==> src/rtl/lae_pkg.sv <==
`timescale 1ns / 1ps
// Shared types and constants of the life automaton engine.
// No dependencies; used by every module of the block.
package lae_pkg;

    localparam int ROWS    = 8;
    localparam int COLUMNS = 8;
    localparam int ROW_W   = $clog2(ROWS);

    // Field widths of the streamed items
    localparam int OP_W        = 2;
    localparam int CELL_ROW_W  = 3;
    localparam int CELL_COL_W  = 3;
    localparam int ROW_INDEX_W = 3;
    localparam int ROW_CELLS_W = 8;
    localparam int S_TDATA_W   = 16;
    localparam int M_TDATA_W   = 16;

    localparam logic [OP_W-1:0] OP_SET     = 2'd0;
    localparam logic [OP_W-1:0] OP_EMIT    = 2'd1;
    localparam logic [OP_W-1:0] OP_ADVANCE = 2'd2;

    typedef logic [COLUMNS-1:0] row_t;

    // Commands from the sequencer to the grid store
    typedef struct packed {
        logic                  set_en;
        logic [ROW_W-1:0]      set_row;
        logic [CELL_COL_W-1:0] set_col;
        logic                  set_val;
        logic                  rotate_en;
        row_t                  rotate_in;
    } grid_ctrl_t;

endpackage

==> src/rtl/lae_row_unit.sv <==
`timescale 1ns / 1ps
// Shared next-generation unit: computes one new grid row from three old rows.
// Depends on lae_pkg.
module lae_row_unit (
    input  lae_pkg::row_t above,
    input  lae_pkg::row_t centre,
    input  lae_pkg::row_t below,
    output lae_pkg::row_t new_row
);

    // Zero padding at both ends stands for the dead cells beyond the edge
    logic [lae_pkg::COLUMNS+1:0] pad_a;
    logic [lae_pkg::COLUMNS+1:0] pad_c;
    logic [lae_pkg::COLUMNS+1:0] pad_b;

    assign pad_a = {1'b0, above,  1'b0};
    assign pad_c = {1'b0, centre, 1'b0};
    assign pad_b = {1'b0, below,  1'b0};

    always_comb begin
        logic [3:0] n;
        for (int c = 0; c < lae_pkg::COLUMNS; c++) begin
            n = 4'(pad_a[c]) + 4'(pad_a[c+1]) + 4'(pad_a[c+2])
              + 4'(pad_c[c])                  + 4'(pad_c[c+2])
              + 4'(pad_b[c]) + 4'(pad_b[c+1]) + 4'(pad_b[c+2]);
            new_row[c] = (n == 4'd3) || (pad_c[c+1] && (n == 4'd2));
        end
    end

endmodule

==> src/rtl/lae_grid.sv <==
`timescale 1ns / 1ps
// Cell grid store: rows held as a circular shift line, read at rows 0 and 1.
// Depends on lae_pkg.
module lae_grid (
    input  logic                aclk,
    input  logic                aresetn,
    input  lae_pkg::grid_ctrl_t ctrl,
    output lae_pkg::row_t       row0,
    output lae_pkg::row_t       row1
);

    lae_pkg::row_t grid_reg [lae_pkg::ROWS];

    always_ff @(posedge aclk) begin
        if (!aresetn) begin
            for (int r = 0; r < lae_pkg::ROWS; r++) begin
                grid_reg[r] <= '0;
            end
        end else if (ctrl.rotate_en) begin
            // Head row leaves, the replacement joins at the tail
            for (int r = 0; r < lae_pkg::ROWS - 1; r++) begin
                grid_reg[r] <= grid_reg[r+1];
            end
            grid_reg[lae_pkg::ROWS-1] <= ctrl.rotate_in;
        end else if (ctrl.set_en) begin
            grid_reg[ctrl.set_row][ctrl.set_col] <= ctrl.set_val;
        end
    end

    assign row0 = grid_reg[0];
    assign row1 = grid_reg[1];

endmodule

==> src/rtl/life_automaton_engine.sv <==
`timescale 1ns / 1ps
// Life automaton engine top level: sequencer, output register, grid, row unit.
// Depends on lae_pkg, lae_grid and lae_row_unit.
//
// Usage:
//   The s_ channel carries commands: set one cell, emit the grid, or advance
//   one generation (op code 3 is ignored). The m_ channel carries one transfer
//   per grid row on emit, row 0 first, with m_tlast on the final row.
//   A set is written into the grid at its transfer. An advance holds s_tready
//   low after its transfer while the single row unit produces one new row per
//   cycle as the grid rotates past it, until every row has been replaced.
//   An emit enters the emit state on its transfer, then loads row 0 into the
//   output register once that register is free, and holds s_tready low until
//   the last row is loaded; the grid rotates one row per row loaded, so
//   a receiver stall simply holds the sequencer.
//   s_tready is low while an advance or emit is running; a finished row may
//   wait in the output register while the next command is taken.
//   Out-of-range set coordinates are ignored.
//   Reset (aresetn low, synchronous) clears all cells to dead, empties the
//   output register and returns the sequencer to idle.
module life_automaton_engine (
    input  logic        aclk,
    input  logic        aresetn,
    input  logic        s_tvalid,
    output logic        s_tready,
    input  logic [15:0] s_tdata,   // op[1:0], cell_row[4:2], cell_col[7:5], cell_value[8]
    output logic        m_tvalid,
    input  logic        m_tready,
    output logic [15:0] m_tdata,   // row_index[2:0], row_cells[10:3]
    output logic        m_tlast
);

    localparam logic [1:0] ST_IDLE    = 2'd0;
    localparam logic [1:0] ST_ADVANCE = 2'd1;
    localparam logic [1:0] ST_EMIT    = 2'd2;

    localparam logic [lae_pkg::ROW_W-1:0] LAST_ROW = lae_pkg::ROW_W'(lae_pkg::ROWS - 1);

    logic [1:0]                 state_reg, state_next;
    logic [lae_pkg::ROW_W-1:0]  cnt_reg, cnt_next;
    lae_pkg::row_t              above_reg, above_next;
    logic                       out_valid_reg, out_valid_next;
    logic [lae_pkg::ROW_INDEX_W-1:0] out_index_reg, out_index_next;
    logic [lae_pkg::ROW_CELLS_W-1:0] out_cells_reg, out_cells_next;
    logic                       out_last_reg, out_last_next;

    lae_pkg::grid_ctrl_t        ctrl;
    lae_pkg::row_t              row0, row1, below, new_row;

    logic [lae_pkg::OP_W-1:0]       in_op;
    logic [lae_pkg::CELL_ROW_W-1:0] in_row;
    logic [lae_pkg::CELL_COL_W-1:0] in_col;
    logic                           in_val;
    logic                           in_xfer;
    logic                           out_free;
    logic                           at_last;

    assign in_op  = s_tdata[1:0];
    assign in_row = s_tdata[4:2];
    assign in_col = s_tdata[7:5];
    assign in_val = s_tdata[8];

    assign s_tready = (state_reg == ST_IDLE);
    assign in_xfer  = s_tvalid && s_tready;
    assign out_free = !out_valid_reg || m_tready;
    assign at_last  = (cnt_reg == LAST_ROW);

    // Row below the last one lies outside the grid
    assign below = at_last ? '0 : row1;

    lae_row_unit u_row_unit (
        .above   (above_reg),
        .centre  (row0),
        .below   (below),
        .new_row (new_row)
    );

    lae_grid u_grid (
        .aclk    (aclk),
        .aresetn (aresetn),
        .ctrl    (ctrl),
        .row0    (row0),
        .row1    (row1)
    );

    always_comb begin
        state_next     = state_reg;
        cnt_next       = cnt_reg;
        above_next     = above_reg;
        out_valid_next = out_valid_reg;
        out_index_next = out_index_reg;
        out_cells_next = out_cells_reg;
        out_last_next  = out_last_reg;

        ctrl           = '0;
        ctrl.set_row   = lae_pkg::ROW_W'(in_row);
        ctrl.set_col   = in_col;
        ctrl.set_val   = in_val;
        ctrl.rotate_in = row0;

        if (m_tready) begin
            out_valid_next = 1'b0;
        end

        case (state_reg)
            ST_IDLE: begin
                cnt_next   = '0;
                above_next = '0;
                if (in_xfer) begin
                    case (in_op)
                        lae_pkg::OP_SET: begin
                            ctrl.set_en = (int'(in_row) < lae_pkg::ROWS)
                                       && (int'(in_col) < lae_pkg::COLUMNS);
                        end
                        lae_pkg::OP_EMIT:    state_next = ST_EMIT;
                        lae_pkg::OP_ADVANCE: state_next = ST_ADVANCE;
                        default: ;
                    endcase
                end
            end
            ST_ADVANCE: begin
                ctrl.rotate_en = 1'b1;
                ctrl.rotate_in = new_row;
                above_next     = row0;
                cnt_next       = cnt_reg + 1'b1;
                if (at_last) begin
                    state_next = ST_IDLE;
                    cnt_next   = '0;
                end
            end
            ST_EMIT: begin
                if (out_free) begin
                    ctrl.rotate_en = 1'b1;
                    out_valid_next = 1'b1;
                    out_index_next = lae_pkg::ROW_INDEX_W'(cnt_reg);
                    out_cells_next = lae_pkg::ROW_CELLS_W'(row0);
                    out_last_next  = at_last;
                    cnt_next       = cnt_reg + 1'b1;
                    if (at_last) begin
                        state_next = ST_IDLE;
                        cnt_next   = '0;
                    end
                end
            end
            default: begin
                state_next = ST_IDLE;
            end
        endcase
    end

    always_ff @(posedge aclk) begin
        if (!aresetn) begin
            state_reg     <= ST_IDLE;
            cnt_reg       <= '0;
            out_valid_reg <= 1'b0;
        end else begin
            state_reg     <= state_next;
            cnt_reg       <= cnt_next;
            out_valid_reg <= out_valid_next;
        end
    end

    always_ff @(posedge aclk) begin
        above_reg     <= above_next;
        out_index_reg <= out_index_next;
        out_cells_reg <= out_cells_next;
        out_last_reg  <= out_last_next;
    end

    assign m_tvalid = out_valid_reg;
    assign m_tdata  = {5'b0, out_cells_reg, out_index_reg};
    assign m_tlast  = out_last_reg;

`ifndef NO_ASSERTIONS
    // Final row of an emit run carries the last row index
    a_last_index: assert property (@(posedge aclk) disable iff (!aresetn)
        m_tvalid && m_tlast |-> m_tdata[2:0] == lae_pkg::ROW_INDEX_W'(lae_pkg::ROWS - 1))
        else $error("tlast on a row other than the last");

    // An advance command blocks the input on the next cycle
    a_adv_busy: assert property (@(posedge aclk) disable iff (!aresetn)
        s_tvalid && s_tready && (s_tdata[1:0] == lae_pkg::OP_ADVANCE) |=> !s_tready)
        else $error("input taken during advance");

    // A generation finishes after exactly one pass over the rows
    a_adv_done: assert property (@(posedge aclk) disable iff (!aresetn)
        (state_reg == ST_ADVANCE) && at_last |=> (state_reg == ST_IDLE) && (cnt_reg == '0))
        else $error("advance pass did not end cleanly");
`endif

endmodule

==> config.mk <==
export PLATFORM = sky130hd
export DESIGN_NAME = life_automaton_engine
export DESIGN_NICKNAME = d
export VERILOG_FILES = /design/src/rtl/lae_pkg.sv /design/src/rtl/lae_row_unit.sv /design/src/rtl/lae_grid.sv /design/src/rtl/life_automaton_engine.sv
export SDC_FILE = /design/constraint.sdc
export NUM_CORES = 1
export LEC_CHECK = 0
export ABC_AREA = 1
export BUFFER_PORTS_ARGS = -buffer_cell sky130_fd_sc_hd__buf_2
export CORE_AREA = 5 5 112 114
export CTS_CLUSTER_DIAMETER = 60
export DETAILED_ROUTE_END_ITERATION = 8
export DIE_AREA = 0 0 117 119
export PLACE_DENSITY = 0.75
export RECOVER_POWER = 100
export SETUP_SLACK_MARGIN = 0.3
export SLEW_MARGIN = 30
export SYNTH_ARGS = -nofsm -noshare
export SYNTH_HDL_FRONTEND = slang
export SYNTH_SLANG_ARGS = --single-unit
==> constraint.sdc <==
create_clock -name aclk -period 3.19 [get_ports aclk]
set_input_delay 0 -clock aclk [delete_from_list [all_inputs] [get_ports aclk]]
set_output_delay 0 -clock aclk [all_outputs]
set_load 0.03 [all_outputs]
Word-level counts from Yosys, hierarchy flattened
Memory sizes are Yosys's and may differ from the RTL's.
Cells that the tools add are included.
- flip-flop bits (word level): 26
- bits in writable memories: 64
- input port bits: 20
- output and inout bits: 19
- logic and storage cells: 160
- memories: 1
- add/subtract/negate cells: 50
- magnitude comparators: 2
- eq/ne operators: 24
- multiplexer cells: 40
- bitwise gates (word level): 8
- reduce and logical (&&, ||, !) cells: 28
- memory list (name ; words ; bits a word ; read ports ; clocked after Yosys merged registers in ; wr ports ; line ; text):
    u_grid.grid_reg ; 8 ; 8 ; 8 ; 0 ; 8 ; lae_grid.sv:12 ; lae_pkg::row_t grid_reg [lae_pkg::ROWS];
- operators by type and width (kind ; number):
    $add 4x1->4 ; 42
    $mux 8 ; 13
    $eq 4x2->1 const B ; 16
    $pmux 8 s2 ; 1
    $mux 1 ; 15
    $add 1x1->2 ; 7
    $logic_and 1x1->1 ; 10
    $logic_or 1x1->1 ; 9
    $mux 3 ; 3
    $pmux 3 s3 ; 1
    $or 1x1->1 ; 8
    $reduce_or 8->1 ; 1
    $mux 2 ; 3
    $pmux 2 s3 ; 1
    $eq 2x1->1 const B ; 2
    $eq 2x2->1 const B ; 2
    $logic_not 2->1 ; 2
    $lt 3x4->1 const B ; 1
    $pmux 2 s2 ; 1
    $reduce_and 2->1 ; 2
    $add 3x1->3 const B ; 1
    $demux 1 s3 ; 1
    $eq 3x3->1 const B ; 1
    $ge 3x1->1 const B ; 1
    8 further kinds ; 8

Longest topological paths before layout
Gate-level depths: netlist of the first run.
- depth after elaboration: 12
- mapped depth: 17
- depth with buffers taken out: 17

Hierarchy
A second synthesis of the first run with hierarchy kept.
- cell total of the unflattened synthesis: 797
- area total of the unflattened synthesis: 6248.5 µm²
- by module, submodules not included (module ; instances ; cells an instance ; area each (µm²) ; seq. area each (µm²)):
    lae_grid ; 1 ; 490 ; 3677.3 ; 1921.8
    life_automaton_engine ; 1 ; 145 ; 1310.0 ; 720.7
    lae_row_unit ; 1 ; 162 ; 1261.2 ; 0.0

Worst setup path before layout of the first run
OpenSTA, ideal clock, no wires.
- path type: register to register
- start: register cnt_reg[0] in the netlist's numbering
- end: memory u_grid.grid_reg[7][2] in the netlist's numbering (data pin)
- library setup time: 0.256 ns
- data arrival time: 3.218 ns
- path slack: -0.284 ns
- stages on the path, launching flop included: 15
- period minus slack after synthesis: 3.474 ns
- cells stage by stage: dfxtp_1 > ha_1 > ha_1 > inv_1 > nand2_1 > fa_1 > fa_1 > fa_1 > fa_1 > nor2_1 > nand2_1 > nand2_1 > nand2_1 > o21bai_1 > nand2_1
- RTL lines (element ; line ; text):
    start, declared ; life_automaton_engine.sv:40 ; logic [lae_pkg::ROW_W-1:0] cnt_reg, cnt_next;
    start signal, assigned ; life_automaton_engine.sv:158 ; cnt_reg <= cnt_next;
    end, declared ; lae_grid.sv:12 ;

==> results_dict.tcl, run 1 <==
set metrics [dict create \
    path_class "reg -> reg" \
    path_delay_family "adder cells" \
    root_buffer "clkbuf_16" \
    hold_path.class "in -> reg" \
    yosys_warnings 0 \
    synth-compound-area-share_pct 9.10 \
    grt_pass1_vias 4785 \
    layout_common_cells "nand2_1, nor2_1, edfxtp_1" \
    outcome "complete, but fails checks" \
    antenna_found_initial 0 \
    drive_above_1_share_pct 13.3 \
    synthMuxAreaShare_pct 0 \
    critical_path.cell_chain "ha_4, ha_4, inv_8, nand2_2, inv_2, fa_1, fa_1, inv_2, fa_2, fa_2, a21oi_2, nand2_1, a21oi_2, o21ai_1, nand2_1" \
    violations "negative setup slack" \
    clock_sinks 90 \
    gp_congestion 0.826 \
    syn-cell-area_um2 6100 \
    cp_max_fo 6 \
    setup_violations 6 \
    worstMarginPinSlew_ps 782 \
    r2r_slack_ps -200 \
    rsz0062_at_grt "yes" \
    slew_violations 0 \
    place_ws_ps -232 \
    finClkSkew_ps 8.41 \
    largest_reg_flops 64 \
    vias 4972 \
    total_power_mw 3.36 \
    synth_top_family_by_area "simple AND/OR/NAND/NOR gates" \
    ir_drop_mv 0.470 \
    antenna_left 0 \
    clk_latency_ps 360 \
    cp.arrival_ps 3500 \
    synth_cells 742 \
    start_util_pct 53.9 \
    path_clk_slew_ps 70 \
    required_ps 3300 \
    drt-initial-drc-count 553 \
    holdWs_ps 21.7 \
    final_common_cell "nand2_1" \
    grt_pass1_wl_um 23300 \
    cts_inserted_buffers 9 \
    synthSimpleGateAreaFrac_pct 24.3 \
    drc 0 \
    avgSynthCellArea_um2 8.23 \
    io_buffers 26 \
    ys_ff_latch 90 \
    antenna_cells 0 \
    tns_ps -905 \
    synth-seq-area-share_pct 43.3 \
    area_growth_syn_to_layout_pct 12.6 \
    grt_max_degree 65 \
    synth_cell_type_count 24 \
    final.min_clock_period_ps 3390 \
    dr.pass1.iters 5 \
    synth-xor-area-share_pct 0 \
    layout.nets 839 \
    rows 39 \
    hpwl_um 9700 \
    drt_wl_total_um 14000 \
    post-route-period-util_pct 106 \
    ios 39 \
    hold_viol 0 \
    cts_tree "built" \
    grt_usage_pct 21.2 \
    vias_per_cell 5.45 \
    cap_violations 0 \
    die_width_um 117 \
    fmax_mhz 295 \
    overflow 0 \
    die_h_um 119 \
    h-tree-depth 3 \
    start_kind "flop" \
    synth_fa_ha_area_share_pct 14.7 \
    cp_slowest_stage_delay_ps 540 \
    pwr_density_cell_nw_per_um2 489 \
    clk_path_buf_depth 2 \
    relSlewSlack_pct 47.8 \
    end_kind "flop" \
    setup_ws_ps -196 \
    cp_slowest_cell "fa_2" \
    core_area_um2 11300 \
    p_leak_nw 3.12 \
    die_area_um2 13900 \
    path_buf_inv 3 \
    wl_per_cell_um 15.4 \
]
-- synthesized netlist by cell type --
library cell / count / area share (%)
nor3_4: 1 / 0.27
clkbuf_1: 27 / 1.7
inv_1: 83 / 5.1
o21ai_0: 74 / 6.1
nand2_2: 1 / 0.10
ha_1: 27 / 5.5
nand3b_1: 1 / 0.12
nand2_1: 238 / 15
clkbuf_2: 7 / 0.57
conb_1: 1 / 0.061
edfxtp_1: 84 / 41
nand3_1: 1 / 0.082
nor3_1: 19 / 1.6
fa_1: 28 / 9.2
nand4_1: 3 / 0.31
nand4_2: 8 / 1.6
buf_1: 1 / 0.061
o21bai_1: 12 / 1.5
buf_2: 6 / 0.49
nor2_1: 88 / 5.4
dfxtp_1: 6 / 2.0
or2_2: 2 / 0.20
a21oi_1: 19 / 1.6
buf_4: 5 / 0.61
-- through the flow --
stage	util (%)	instances	cell area, µm²
2_1_floorplan	-	746	6180
3_3_place_gp	57.2	890	6470
3_5_place_dp	57.2	890	6470
6_report	60.7	912	6870
5_1_grt	60.7	912	6870
4_1_cts	60.6	911	6860
-- layer usage --
layer / global-route usage [%] / share of wire (%) / wire length, µm / up-vias
met2: 34.3 / 50 / 6970 / 170
met5: 0 / 0 / 0 / -
met4: 7.03 / 2.0 / 278 / 0
met3: 4.72 / 5.5 / 767 / 25
met1: 28.1 / 43 / 5990 / 2364
li1: - / - / - / 2413
-- cells by family (layout without fill, tap and decap cells) --
group,after synthesis,in the layout
buffers and inverters,129,152
AND/OR/NAND/NOR,362,362
adder cells (fa/ha/maj),55,55
other,1,5
flip-flops,90,90
AO/OA/AOI/OAI,105,105
-- path summary, 6_finish.rpt --
kind                              startpoint                         endpoint  cells past startpoint
min reg2reg  u_grid.grid_reg[2][4]$_DFFE_PP_  u_grid.grid_reg[1][4]$_DFFE_PP_                      2
min                               s_tdata[0]        state_reg[0]$_SDFFE_PN0P_                      4
max                  cnt_reg[0]$_SDFFE_PN0P_  u_grid.grid_reg[7][1]$_DFFE_PP_                     15
max reg2reg          cnt_reg[0]$_SDFFE_PN0P_  u_grid.grid_reg[7][1]$_DFFE_PP_                     15
-- where the power goes --
part | internal (mW) | leakage [nW] | switching, mW
logic | 0.314 | 2.05 | 0.482
registers | 1.37 | 0.915 | 0.0431
clock network | 0.685 | 0.151 | 0.467
-- worst min-delay path, stage by stage --
cell and delay [ps]:
buf_2 110, inv_1 70, nand4_1 90, a21oi_1 60
-- final cells by class --
type / count / area [µm²]
flip-flops and latches: 90 / 2650
multi-input cells: 527 / 3080
inverters: 83 / 319
well taps: 143 / 179
clock inverters: 7 / 93.8
clock buffers: 9 / 225
fillers: 985 / 4450
repair buffers: 53 / 333
-- what timing repair did --
item | in CTS | in global routing
gates resized for setup | 13 | 10
hold buffers | 2 | 0
pin swaps | 23 | 12
setup buffers | 3 | 1
endpoints found under the hold margin | 2 | 0
endpoints found under the setup margin | 7 | 7
Note: power is estimated with default switching activity, not from simulation.
==> run 2: changes to the inputs <==
--- a/config.mk
+++ b/config.mk
@@ -13,6 +13,7 @@
 export DIE_AREA = 0 0 117 119
 export PLACE_DENSITY = 0.75
 export RECOVER_POWER = 100
+export REMOVE_ABC_BUFFERS = 1
 export SETUP_SLACK_MARGIN = 0.3
 export SLEW_MARGIN = 30
 export SYNTH_ARGS = -nofsm -noshare
==> run 2 against run 1 <==
The run still ends with negative setup slack left. Final cell count decreased by 0.22%. Global-route usage decreased by 1.4 points. Clock skew decreased by 2.9 ps. Flip-flop and latch count unchanged. Maximum frequency increased by 1.1%. Via count decreased by 2.7%. Largest cell class unchanged. Non-clock buffer count decreased by 2. First-iteration DRC count decreased by 33%. Wire length decreased by 6.0%. Critical path type unchanged. Clock-buffer cell count increased by 1. Critical endpoint is now u_grid.grid_reg[7][3]$_DFFE_PP_. Setup slack improved by 38 ps.
==> results_dict.tcl, run 2 (synthesized netlist as in run 1, its figures left out) <==
set metrics [dict create \
    relSlewSlack_pct 54.4 \
    vias_per_cell 5.32 \
    slew_violations 0 \
    cts_inserted_buffers 9 \
    start_kind "flop" \
    place_ws_ps -488 \
    io_buffers 26 \
    violations "negative setup slack" \
    die_area_um2 13900 \
    fmax_mhz 299 \
    path_class "reg -> reg" \
    core_area_um2 11300 \
    grt_pass1_vias 4587 \
    drt_wl_total_um 13200 \
    rows 39 \
    hold_end "state_reg[0]$_SDFFE_PN0P_" \
    die_h_um 119 \
    largest_reg_flops 64 \
    finClkSkew_ps 5.50 \
    antenna_left 0 \
    clk_latency_ps 350 \
    layout_common_cells "nand2_1, nor2_1, edfxtp_1" \
    setup_ws_ps -158 \
    path_clk_slew_ps 60 \
    ir_drop_mv 0.304 \
    p_leak_nw 3.08 \
    ff2ff_path_depth 14 \
    hold_path.class "in -> reg" \
    r2r_slack_ps -160 \
    grt_max_degree 65 \
    worstHoldPathCells 4 \
    start_util_pct 53.9 \
    utilization_pct 59.8 \
    dp.cells 890 \
    reg2reg_to "u_grid.grid_reg[7][3]$_DFFE_PP_" \
    cts_tree "built" \
    antenna_found_initial 0 \
    outcome "complete, but fails checks" \
    clock_sinks 90 \
    antenna_cells 0 \
    vias 4837 \
    r2r_start "cnt_reg[0]$_SDFFE_PN0P_" \
    root_buffer "clkbuf_16" \
    grt_usage_pct 19.8 \
    end_kind "flop" \
    dr.pass1.iters 5 \
    hpwl_um 9110 \
    die_width_um 117 \
    layout.nets 837 \
    rsz0062_at_grt "yes" \
    h-tree-depth 3 \
    final_cell_count_no_fill 910 \
    pwr_density_cell_nw_per_um2 466 \
    ios 39 \
    total_power_mw 3.15 \
    grt_pass1_wl_um 22000 \
    clk_path_buf_depth 2 \
    overflow 0 \
    drc 0 \
    final_common_cell "nand2_1" \
    drt-initial-drc-count 368 \
    gp_congestion 0.857 \
    worstMarginPinSlew_ps 683 \
    final.min_clock_period_ps 3350 \
    post-route-period-util_pct 105 \
    cp_max_fo 7 \
    hold_viol 0 \
    wl_per_cell_um 14.5 \
    tns_ps -816 \
    required_ps 3290 \
    cp.arrival_ps 3450 \
    cap_violations 0 \
    hold_start "s_tdata[0]" \
    setup_violations 6 \
    area_growth_syn_to_layout_pct 10.8 \
    drive_above_1_share_pct 11.9 \
]
==> run 2: per-stage QoR <==
step | cell area, µm² | hold WS, ps
global placement | 6390 | 305
floorplan | 5910 | 171
detailed placement | 6390 | 302
finish | 6770 | 36.4
global route | 6770 | 73.2
CTS | 6770 | 33.3
==> run 2: critical path, cell delays in order, from the launching register on <==
cell and delay [ps]:
dfxtp_2 340, ha_4 160, ha_4 180, inv_8 80, nand2_4 50, fa_1 520, fa_1 450, fa_2 430
fa_2 530, nor2_1 40, nand2_1 50, nand2_1 40, nand2_1 50, o21bai_1 100, nand2_1 60
==> run 2: area by class of cell <==
cell class | instances | area, µm²
inverters | 83 | 319
clock inverters | 6 | 23.8
clock buffers | 10 | 229
repair buffers | 51 | 309
multi-input cells | 527 | 3060
fillers | 978 | 4550
flip-flops and latches | 90 | 2650
well taps | 143 | 179
==> run 2: worst max path at each step <==
| stage | startpoint | depth (start not counted) | slack (ps) | end |
|---|---|---|---|---|
| 2_1_floorplan | cnt_reg[0]$_SDFFE_PN0P_ | 14 | -300 | u_grid.grid_reg[7][2]$_DFFE_PP_ |
| 3_3_place_gp | cnt_reg[0]$_SDFFE_PN0P_ | 15 | -360 | u_grid.grid_reg[7][5]$_DFFE_PP_ |
| 3_5_place_dp | cnt_reg[0]$_SDFFE_PN0P_ | 15 | -490 | u_grid.grid_reg[7][4]$_DFFE_PP_ |
| 4_1_cts | cnt_reg[0]$_SDFFE_PN0P_ | 14 | -170 | u_grid.grid_reg[7][6]$_DFFE_PP_ |
| 5_1_grt | cnt_reg[0]$_SDFFE_PN0P_ | 14 | -290 | u_grid.grid_reg[7][3]$_DFFE_PP_ |
| 6_report | cnt_reg[0]$_SDFFE_PN0P_ | 14 | -160 | u_grid.grid_reg[7][3]$_DFFE_PP_ |
==> run 2: timing repair <==
item / CTS / global route
hold buffers: 2 / 0
hold endpoints to repair: 2 / 0
setup buffers: 2 / 0
pin swaps: 16 / 9
gates resized for setup: 30 / 14
endpoints found under the setup margin: 8 / 7
==> run 2: power by group <==
| part | total, mW | internal [mW] | switching [mW] |
|---|---|---|---|
| clock | 0.953 | 0.514 | 0.440 |
| combinational | 0.791 | 0.315 | 0.476 |
| sequential | 1.41 | 1.37 | 0.0398 |
| total | 3.15 | 2.20 | 0.956 |
==> run 2: metal layers <==
layer | GRT usage, % | wire length, µm
met1 | 27.9 | 5830
met2 | 31.2 | 6380
met3 | 2.84 | 737
met4 | 6.95 | 214
met5 | 0 | 0
